## config.mk

```make
export PLATFORM = sky130hd
export DESIGN_NAME = gimli_permutation_unit_flat
export DESIGN_NICKNAME = d
export VERILOG_FILES = /design/src/rtl/core/gimli_pkg.sv /design/src/rtl/core/gimli_if.sv /design/src/rtl/core/gimli_permutation_unit.sv /design/src/rtl/core/gimli_ctrl.sv /design/src/rtl/core/gimli_dp.sv /design/src/flat_wrapper.sv
export SDC_FILE = /design/constraint.sdc
export NUM_CORES = 1
export LEC_CHECK = 0
export BUFFER_PORTS_ARGS = -buffer_cell sky130_fd_sc_hd__clkbuf_2
export CORE_AREA = 2 2 298 300
export DETAILED_ROUTE_END_ITERATION = 7
export DIE_AREA = 0 0 300 302
export HOLD_SLACK_MARGIN = 0.15
export PLACE_DENSITY = 0.73
export SLEW_MARGIN = 5
export SYNTH_ARGS = -nofsm -noshare
export SYNTH_HDL_FRONTEND = slang
export SYNTH_SLANG_ARGS = --single-unit
export TNS_END_PERCENT = 50
```

## constraint.sdc

```tcl
create_clock -name clk -period 18.88 [get_ports clk]
set_clock_uncertainty 0.1 [all_clocks]
set_input_delay 2.832 -clock clk [delete_from_list [all_inputs] [get_ports clk]]
set_output_delay 2.832 -clock clk [all_outputs]
set_load 0.02 [all_outputs]
```

## src/rtl/core/gimli_pkg.sv

```systemverilog
// Gimli permutation package: state types, round constants, controller states.
// Used by every file of the block; depends on nothing.
package gimli_pkg;

    localparam int NUM_WORDS   = 12;
    localparam int WORD_W      = 32;
    localparam int ROUND_COUNT = 24;
    localparam int ROUND_W     = $clog2(ROUND_COUNT + 1);

    localparam logic [WORD_W-1:0] ROUND_CONST = 32'h9e377900;

    localparam logic [1:0] PHASE_SMALL_SWAP = 2'd0;
    localparam logic [1:0] PHASE_BIG_SWAP   = 2'd2;

    typedef logic [WORD_W-1:0] word_t;
    typedef logic [NUM_WORDS-1:0][WORD_W-1:0] state_t;
    typedef logic [ROUND_W-1:0] round_t;

    typedef enum logic [1:0] {
        ST_IDLE,
        ST_RUN,
        ST_DONE
    } ctrl_state_t;

    // controller to datapath
    typedef struct packed {
        logic   load;
        logic   step;
        logic   store;
        round_t round;
    } dp_cmd_t;

endpackage

```

## src/rtl/core/gimli_if.sv

```systemverilog
// Valid/ready channel interfaces for the Gimli block: input state and result.
// Depends on gimli_pkg.
interface gimli_in_if;
    import gimli_pkg::*;

    logic  valid;
    logic  ready;
    word_t word_0;
    word_t word_1;
    word_t word_2;
    word_t word_3;
    word_t word_4;
    word_t word_5;
    word_t word_6;
    word_t word_7;
    word_t word_8;
    word_t word_9;
    word_t word_10;
    word_t word_11;

    modport source (
        output valid, word_0, word_1, word_2, word_3, word_4, word_5,
               word_6, word_7, word_8, word_9, word_10, word_11,
        input  ready
    );
    modport sink (
        input  valid, word_0, word_1, word_2, word_3, word_4, word_5,
               word_6, word_7, word_8, word_9, word_10, word_11,
        output ready
    );
endinterface

interface gimli_out_if;
    import gimli_pkg::*;

    logic  valid;
    logic  ready;
    word_t out_0;
    word_t out_1;
    word_t out_2;
    word_t out_3;
    word_t out_4;
    word_t out_5;
    word_t out_6;
    word_t out_7;
    word_t out_8;
    word_t out_9;
    word_t out_10;
    word_t out_11;

    modport source (
        output valid, out_0, out_1, out_2, out_3, out_4, out_5,
               out_6, out_7, out_8, out_9, out_10, out_11,
        input  ready
    );
    modport sink (
        input  valid, out_0, out_1, out_2, out_3, out_4, out_5,
               out_6, out_7, out_8, out_9, out_10, out_11,
        output ready
    );
endinterface

```

## src/rtl/core/gimli_permutation_unit.sv

```systemverilog
// Gimli permutation unit, top level: joins controller and datapath to the channels.
// Depends on gimli_pkg, gimli_if, gimli_ctrl, gimli_dp.
//
// Usage:
//   in_ch  (sink)   carries a 384-bit state as word_0..word_11 (row-major,
//                   word = 4*row + column). A transaction is taken when
//                   valid and ready are both high; ready is high only while
//                   the round loop is idle.
//   out_ch (source) carries the permuted state as out_0..out_11 from a
//                   separate output register.
// Rounds: after the input transaction the state register runs 24 rounds,
//   one round per cycle (four column SP-boxes in parallel plus the
//   swap/constant stage); the result then moves into the output register,
//   which raises out_ch.valid.
// Occupancy: one permutation at a time in the round loop; the next input is
//   accepted only after the 24 rounds, the move into the output register and
//   a return to idle.
// Stall: the result waits in the output register with valid held high until
//   out_ch.ready is seen; the round loop meanwhile takes and runs the next
//   input, and holds its own finished result (input blocked) only while the
//   output register is still full.
// Reset: rst_n (async, active low) returns the controller to idle and clears
//   out_ch.valid; the state and output registers are not reset.
module gimli_permutation_unit (
    input logic       clk,
    input logic       rst_n,
    gimli_in_if.sink  in_ch,
    gimli_out_if.source out_ch
);
    import gimli_pkg::*;

    dp_cmd_t cmd;
    state_t  load_state;
    state_t  state;

    assign load_state[0]  = in_ch.word_0;
    assign load_state[1]  = in_ch.word_1;
    assign load_state[2]  = in_ch.word_2;
    assign load_state[3]  = in_ch.word_3;
    assign load_state[4]  = in_ch.word_4;
    assign load_state[5]  = in_ch.word_5;
    assign load_state[6]  = in_ch.word_6;
    assign load_state[7]  = in_ch.word_7;
    assign load_state[8]  = in_ch.word_8;
    assign load_state[9]  = in_ch.word_9;
    assign load_state[10] = in_ch.word_10;
    assign load_state[11] = in_ch.word_11;

    // sequencing: idle -> 24 rounds -> hand result to the output register
    gimli_ctrl u_ctrl (
        .clk       (clk),
        .rst_n     (rst_n),
        .in_valid  (in_ch.valid),
        .in_ready  (in_ch.ready),
        .out_valid (out_ch.valid),
        .out_ready (out_ch.ready),
        .cmd       (cmd)
    );

    // state register for the rounds, output register for the result
    gimli_dp u_dp (
        .clk        (clk),
        .cmd        (cmd),
        .load_state (load_state),
        .state      (state)
    );

    assign out_ch.out_0  = state[0];
    assign out_ch.out_1  = state[1];
    assign out_ch.out_2  = state[2];
    assign out_ch.out_3  = state[3];
    assign out_ch.out_4  = state[4];
    assign out_ch.out_5  = state[5];
    assign out_ch.out_6  = state[6];
    assign out_ch.out_7  = state[7];
    assign out_ch.out_8  = state[8];
    assign out_ch.out_9  = state[9];
    assign out_ch.out_10 = state[10];
    assign out_ch.out_11 = state[11];

endmodule

```

## src/rtl/core/gimli_ctrl.sv

```systemverilog
// Gimli controller: handshake state machine and round counter.
// Depends on gimli_pkg.
module gimli_ctrl (
    input  logic              clk,
    input  logic              rst_n,
    input  logic              in_valid,
    output logic              in_ready,
    output logic              out_valid,
    input  logic              out_ready,
    output gimli_pkg::dp_cmd_t cmd
);
    import gimli_pkg::*;

    ctrl_state_t state_reg, state_next;
    round_t      round_reg, round_next;
    logic        out_valid_reg, out_valid_next;
    logic        out_free;

    // output register empty, or emptied at this edge
    assign out_free = !out_valid_reg || out_ready;

    always_ff @(posedge clk or negedge rst_n)
    begin
        if (!rst_n)
        begin
            state_reg     <= ST_IDLE;
            round_reg     <= '0;
            out_valid_reg <= 1'b0;
        end
        else
        begin
            state_reg     <= state_next;
            round_reg     <= round_next;
            out_valid_reg <= out_valid_next;
        end
    end

    // next state, round count and output valid
    always_comb
    begin
        state_next     = state_reg;
        round_next     = round_reg;
        out_valid_next = out_valid_reg && !out_ready;
        unique case (state_reg)
            ST_IDLE:
            begin
                if (in_valid)
                begin
                    state_next = ST_RUN;
                    round_next = round_t'(ROUND_COUNT);
                end
            end
            ST_RUN:
            begin
                round_next = round_reg - round_t'(1);
                if (round_reg == round_t'(1))
                    state_next = ST_DONE;
            end
            ST_DONE:
            begin
                if (out_free)
                begin
                    state_next     = ST_IDLE;
                    out_valid_next = 1'b1;
                end
            end
            default:
            begin
                state_next = ST_IDLE;
            end
        endcase
    end

    // outputs
    always_comb
    begin
        in_ready  = 1'b0;
        out_valid = out_valid_reg;
        cmd.load  = 1'b0;
        cmd.step  = 1'b0;
        cmd.store = 1'b0;
        cmd.round = round_reg;
        unique case (state_reg)
            ST_IDLE:
            begin
                in_ready = 1'b1;
                cmd.load = in_valid;
            end
            ST_RUN:
            begin
                cmd.step = 1'b1;
            end
            ST_DONE:
            begin
                cmd.store = out_free;
            end
            default:
            begin
                in_ready = 1'b0;
            end
        endcase
    end

endmodule

```

## src/rtl/core/gimli_dp.sv

```systemverilog
// Gimli datapath: 384-bit state register, one full round per step, output register.
// Depends on gimli_pkg.
module gimli_dp (
    input  logic                clk,
    input  gimli_pkg::dp_cmd_t  cmd,
    input  gimli_pkg::state_t   load_state,
    output gimli_pkg::state_t   state
);
    import gimli_pkg::*;

    state_t state_reg, state_next;
    state_t out_reg, out_next;
    state_t sp_out;
    state_t round_out;

    // four column SP-boxes side by side
    always_comb
    begin
        word_t x, y, z;
        sp_out = state_reg;
        for (int c = 0; c < 4; c++)
        begin
            x = {state_reg[c][7:0], state_reg[c][31:8]};
            y = {state_reg[c+4][22:0], state_reg[c+4][31:23]};
            z = state_reg[c+8];
            sp_out[c+8] = x ^ (z << 1) ^ ((y & z) << 2);
            sp_out[c+4] = y ^ x ^ ((x | z) << 1);
            sp_out[c]   = z ^ y ^ ((x & y) << 3);
        end
    end

    // swaps and round constant
    always_comb
    begin
        round_out = sp_out;
        case (cmd.round[1:0])
            PHASE_SMALL_SWAP:
            begin
                round_out[0] = sp_out[1] ^ ROUND_CONST
                             ^ {{(WORD_W-ROUND_W){1'b0}}, cmd.round};
                round_out[1] = sp_out[0];
                round_out[2] = sp_out[3];
                round_out[3] = sp_out[2];
            end
            PHASE_BIG_SWAP:
            begin
                round_out[0] = sp_out[2];
                round_out[1] = sp_out[3];
                round_out[2] = sp_out[0];
                round_out[3] = sp_out[1];
            end
            default:
            begin
                round_out = sp_out;
            end
        endcase
    end

    always_comb
    begin
        state_next = state_reg;
        if (cmd.load)
            state_next = load_state;
        else if (cmd.step)
            state_next = round_out;
    end

    // finished state moves here so the round loop can take the next input
    always_comb
    begin
        out_next = out_reg;
        if (cmd.store)
            out_next = state_reg;
    end

    always_ff @(posedge clk)
    begin
        state_reg <= state_next;
        out_reg   <= out_next;
    end

    assign state = out_reg;

endmodule

```

## src/flat_wrapper.sv

```systemverilog
// flat-port wrapper written by rule: the top's interface ports become plain ports
module gimli_permutation_unit_flat import gimli_pkg::*;
  (clk, rst_n, in_ch_valid, in_ch_word_0, in_ch_word_1, in_ch_word_2, in_ch_word_3, in_ch_word_4, in_ch_word_5, in_ch_word_6, in_ch_word_7, in_ch_word_8, in_ch_word_9, in_ch_word_10, in_ch_word_11, in_ch_ready, out_ch_valid, out_ch_out_0, out_ch_out_1, out_ch_out_2, out_ch_out_3, out_ch_out_4, out_ch_out_5, out_ch_out_6, out_ch_out_7, out_ch_out_8, out_ch_out_9, out_ch_out_10, out_ch_out_11, out_ch_ready);
  gimli_in_if in_ch_i ();
  gimli_out_if out_ch_i ();
  input logic clk;
  input logic rst_n;
  input wire logic [$bits(in_ch_i.valid)-1:0] in_ch_valid;
  input wire logic [$bits(in_ch_i.word_0)-1:0] in_ch_word_0;
  input wire logic [$bits(in_ch_i.word_1)-1:0] in_ch_word_1;
  input wire logic [$bits(in_ch_i.word_2)-1:0] in_ch_word_2;
  input wire logic [$bits(in_ch_i.word_3)-1:0] in_ch_word_3;
  input wire logic [$bits(in_ch_i.word_4)-1:0] in_ch_word_4;
  input wire logic [$bits(in_ch_i.word_5)-1:0] in_ch_word_5;
  input wire logic [$bits(in_ch_i.word_6)-1:0] in_ch_word_6;
  input wire logic [$bits(in_ch_i.word_7)-1:0] in_ch_word_7;
  input wire logic [$bits(in_ch_i.word_8)-1:0] in_ch_word_8;
  input wire logic [$bits(in_ch_i.word_9)-1:0] in_ch_word_9;
  input wire logic [$bits(in_ch_i.word_10)-1:0] in_ch_word_10;
  input wire logic [$bits(in_ch_i.word_11)-1:0] in_ch_word_11;
  output wire logic [$bits(in_ch_i.ready)-1:0] in_ch_ready;
  output wire logic [$bits(out_ch_i.valid)-1:0] out_ch_valid;
  output wire logic [$bits(out_ch_i.out_0)-1:0] out_ch_out_0;
  output wire logic [$bits(out_ch_i.out_1)-1:0] out_ch_out_1;
  output wire logic [$bits(out_ch_i.out_2)-1:0] out_ch_out_2;
  output wire logic [$bits(out_ch_i.out_3)-1:0] out_ch_out_3;
  output wire logic [$bits(out_ch_i.out_4)-1:0] out_ch_out_4;
  output wire logic [$bits(out_ch_i.out_5)-1:0] out_ch_out_5;
  output wire logic [$bits(out_ch_i.out_6)-1:0] out_ch_out_6;
  output wire logic [$bits(out_ch_i.out_7)-1:0] out_ch_out_7;
  output wire logic [$bits(out_ch_i.out_8)-1:0] out_ch_out_8;
  output wire logic [$bits(out_ch_i.out_9)-1:0] out_ch_out_9;
  output wire logic [$bits(out_ch_i.out_10)-1:0] out_ch_out_10;
  output wire logic [$bits(out_ch_i.out_11)-1:0] out_ch_out_11;
  input wire logic [$bits(out_ch_i.ready)-1:0] out_ch_ready;
  assign in_ch_i.valid = in_ch_valid;
  assign in_ch_i.word_0 = in_ch_word_0;
  assign in_ch_i.word_1 = in_ch_word_1;
  assign in_ch_i.word_2 = in_ch_word_2;
  assign in_ch_i.word_3 = in_ch_word_3;
  assign in_ch_i.word_4 = in_ch_word_4;
  assign in_ch_i.word_5 = in_ch_word_5;
  assign in_ch_i.word_6 = in_ch_word_6;
  assign in_ch_i.word_7 = in_ch_word_7;
  assign in_ch_i.word_8 = in_ch_word_8;
  assign in_ch_i.word_9 = in_ch_word_9;
  assign in_ch_i.word_10 = in_ch_word_10;
  assign in_ch_i.word_11 = in_ch_word_11;
  assign in_ch_ready = in_ch_i.ready;
  assign out_ch_valid = out_ch_i.valid;
  assign out_ch_out_0 = out_ch_i.out_0;
  assign out_ch_out_1 = out_ch_i.out_1;
  assign out_ch_out_2 = out_ch_i.out_2;
  assign out_ch_out_3 = out_ch_i.out_3;
  assign out_ch_out_4 = out_ch_i.out_4;
  assign out_ch_out_5 = out_ch_i.out_5;
  assign out_ch_out_6 = out_ch_i.out_6;
  assign out_ch_out_7 = out_ch_i.out_7;
  assign out_ch_out_8 = out_ch_i.out_8;
  assign out_ch_out_9 = out_ch_i.out_9;
  assign out_ch_out_10 = out_ch_i.out_10;
  assign out_ch_out_11 = out_ch_i.out_11;
  assign out_ch_i.ready = out_ch_ready;
  gimli_permutation_unit u_core (.clk(clk), .rst_n(rst_n), .in_ch(in_ch_i), .out_ch(out_ch_i));
endmodule
```

==> impl_summary.txt <==
----------------------------------------------------
[Outcome]
  Outcome ... completed

[Routing]
  Total wirelength of the detailed-routed design ... 151 mm
  Detail-routed net length per standard cell ... between 30 and 40 µm
  Initial DRC Count ... approximately 3000
  Avg Vias per Cell ... ~5.6
  Remaining design rule violation count ... 0
  Routed vias ... between 20000 and 30000
  Number of iterations in the first detailed-routing pass ... 6
  Detail Route Antenna Nets ... 0

[Clocking]
  Count of clock tree sinks ... 776
  CTS tree ... built
  Master cell of the clock root buffer ... clkbuf_16
  Post-CTS Setup Bufs ... 0
  Number of levels the H-tree was split into ... 3
  Clk buf depth ... 3
  TritonCTS buffer count ... 86
  Worst-path clk slew ... approximately 0.06 ns
  # resized after CTS ... 0
  CTS Hold Buffers Added ... 0
  Latest clock arrival within the worst-skew pair ... about 0.7 ns

[Global route]
  First-pass GRT wire length ... 201 mm
  Grt ovf ... 0
  Antenna violations before repair ... 47
  All-Layer GR Usage ... 0.324
  Pin count of the biggest net entering global routing ... 200
  Via count of the first global-routing pass ... 25697

[Synthesis]
  Mapped cell area ... 0.0377 mm²
  Number of flops mapped to enable cells by yosys ... between 700 and 800
  Number of warnings issued by yosys ... 0
  Number of cells produced by synthesis ... about 2700
  Synth Area per Inst ... between 10 and 15 µm²
  Sequential share of the synthesized area ... 0.617
  Leading register cell type out of synthesis ... edfxtp_1
  Syn Nets ... roughly 3300
  Ys async rst share ... 0.0103
  Number of synthesized register bits ... ~780
  Netlist cell types ... 32

[Floorplan]
  Die Height ... between 300 and 400 µm
  Die Area ... 0.0906 mm²
  Floorplan Core Area ... 0.0876 mm²
  Chip Width ... 300 µm
  Starting density of the core ... 0.430
  Number of primary I/O pins ... approximately 770
  Placement row count ... roughly 110

[Setup path]
  Setup crit end kind ... register
  Cell type with the highest occurrence count on the critical path ... buf_4
  Critical Path, Cell by Cell ... clkbuf_2, or3b_4, nand2_4, buf_4, buf_4
  Critical Path AT ... roughly 6.4 ns
  Critical path launch point type ... input port
  Worst Path Class, Setup ... input port to register
  Worst Path Max Fanout ... 73
  Critical Path Slowest Stage Cell ... buf_4
  Worst stage delay on the critical path ... 0.90 ns
  Data required time at the worst endpoint ... 19.05 ns
  R2r worst-path depth ... 4

[Cells and area]
  Post-route cell area ... ~0.045 mm²
  Number of flip-flops under the largest register name ... approximately 770
  Fill cells ... roughly 7600
  Area delta synth->final ... 20.7%
  Share of final-layout standard cells stronger than drive strength 1 ... 0.300
  Nets ... a little over 4000
  Non-Filler Instances ... 4718
  Highest-count cells in the layout ignoring fill and taps ... 773 x clkbuf_2, 768 x edfxtp_1, 273 x nand2_1
  Most common cell after layout, fill and taps aside ... clkbuf_2

[Pwr]
  Leakage power of the design ... approximately 19 nW
  Fraction of power consumed by combinational cells ... 0.494
  Peak VDD IR ... 115 µV
  Total internal power ... just over 6 mW
  Proportion of power drawn by the clock network ... 0.153
  Power per cell area ... ~240 mW/mm²
  Pwr Total ... 11.0 mW
  Switch Pwr ... a little under 5 mW
  Sequential power share ... 0.353
  Switching portion of total power ... 0.438

[Placement]
  Cells after DPL ... ~4500
  Placement Cell Area ... 0.0427 mm²
  Pre-CTS WS ... 12.04 ns
  Gpl congestion ... 0.943
  # port buffers ... between 700 and 800
  HPWL reported at the end of detailed placement ... between 100 and 150 mm

[Flow run]
  Max capacitance violation total ... 0

[Timing]
  Final setup vio count ... 0
  Max frequency ... 160 MHz
  Worst-case headroom to the max-slew limit ... 0.150
  Slew at the pin closest to its max-slew limit ... approximately 1.3 ns
  Final period util ... 0.330
  Final slew viol count ... 0
  Min cycle time layout ... ~6.2 ns
  Final total negative setup slack ... 0 ns
  Post-route worst setup slack ... ~13 ns
  Unrepaired setup endpoints after global routing ... false
  Hold Vio Cnt, Final ... 0

[Worst hold path]
  Type of the most critical hold path ... register to register
  Worst hold stages ... 0

----------------------------------------------------
## cell type report
cell class / count / area [µm²] / share of cell area
flip-flops and latches: 776 / 23300 / 0.511
clock buffers: 96 / 2210 / 0.0486
repair buffers: 797 / 4090 / 0.0898
clock inverters: 64 / 562 / 0.0123
well taps: 1165 / 1460 / 0.0320
inverters: 3 / 11.3 / 0.000247
diodes: 17 / 42.5 / 0.000935
multi-input cells: 1800 / 13900 / 0.305
## worst max-delay path, delay by kind of cell
family / cells / cell delay, ns
buffers and inverters: 3 / 1.84
AND/OR/NAND/NOR: 2 / 1.49
## layer usage
metal	track usage	routed length [µm]	share of wire
met1	0.418	59100	0.39
met2	0.526	71000	0.47
met3	0.0879	14700	0.097
met4	0.119	5720	0.038
met5	0	391	0.0026
## power groups by stage
stage / clock [mW] / combinational, mW / sequential (mW)
global placement: 0 / 5.24 / 3.89
detailed placement: 0 / 5.35 / 3.89
floorplan: 0 / 3.50 / 3.60
global route: 1.76 / 5.76 / 3.92
finish: 1.69 / 5.45 / 3.90
CTS: 1.70 / 5.39 / 3.87
## stage by stage
| stage | utilization | hold slack [ns] |
|---|---|---|
| 3_5_place_dp | 0.487 | 0.378 |
| 4_1_cts | 0.519 | 0.391 |
| 5_1_grt | 0.519 | 0.389 |
| 3_3_place_gp | 0.487 | 0.367 |
| 6_report | 0.520 | 0.395 |
| 2_1_floorplan | - | 0.356 |
## logic make-up (layout without fill, tap and decap cells)
group / after synthesis / count (layout) / synth area share
compound gates: 393 / 393 / 0.0654
xor+xnor: 501 / 501 / 0.120
flops: 776 / 776 / 0.617
simple gates: 544 / 544 / 0.0552
other cells: 0 / 17 / 0
mux: 122 / 122 / 0.0457
fa+ha+maj: 240 / 240 / 0.0797
buf+inv: 118 / 960 / 0.0163
## cell usage after synthesis (all sizes together) (2+ instances only)
master | n | area share
edfxtp | 768 | 0.61
nand2 | 274 | 0.027
xnor2 | 268 | 0.062
nor2 | 256 | 0.025
ha | 240 | 0.080
xor2 | 223 | 0.052
o21ai | 133 | 0.018
mux2 | 120 | 0.045
a31oi | 118 | 0.020
a22oi | 107 | 0.021
clkbuf | 72 | 0.0072
buf | 43 | 0.0088
a2bb2oi | 15 | 0.0035
a21oi | 14 | 0.0019
xor3 | 10 | 0.0063
dfrtp | 8 | 0.0053
a222oi | 4 | 0.0011
nand2b | 4 | 0.00066
inv | 3 | 0.00030
nand3 | 3 | 0.00040
a221oi | 2 | 0.00046
mux2i | 2 | 0.00053
## worst paths after layout
check / startpoint / to / slack, ns
setup / recovery: in_ch_valid / u_core.u_dp.state_reg[245] / 12.65
setup reg to reg: u_core.u_ctrl.state_reg[0] / u_core.u_dp.state_reg[245] / 14.35
min in group asynchronous: rst_n / u_core.u_ctrl.out_valid / 1.93
max in group asynchronous: rst_n / u_core.u_ctrl.round_reg[3] / 16.52
hold / removal: u_core.u_dp.state_reg[287] / u_core.u_dp.state[287] / 0.39
hold reg to reg: u_core.u_dp.state_reg[287] / u_core.u_dp.state[287] / 0.39
No activity file was read; power rests on OpenSTA's default activity.
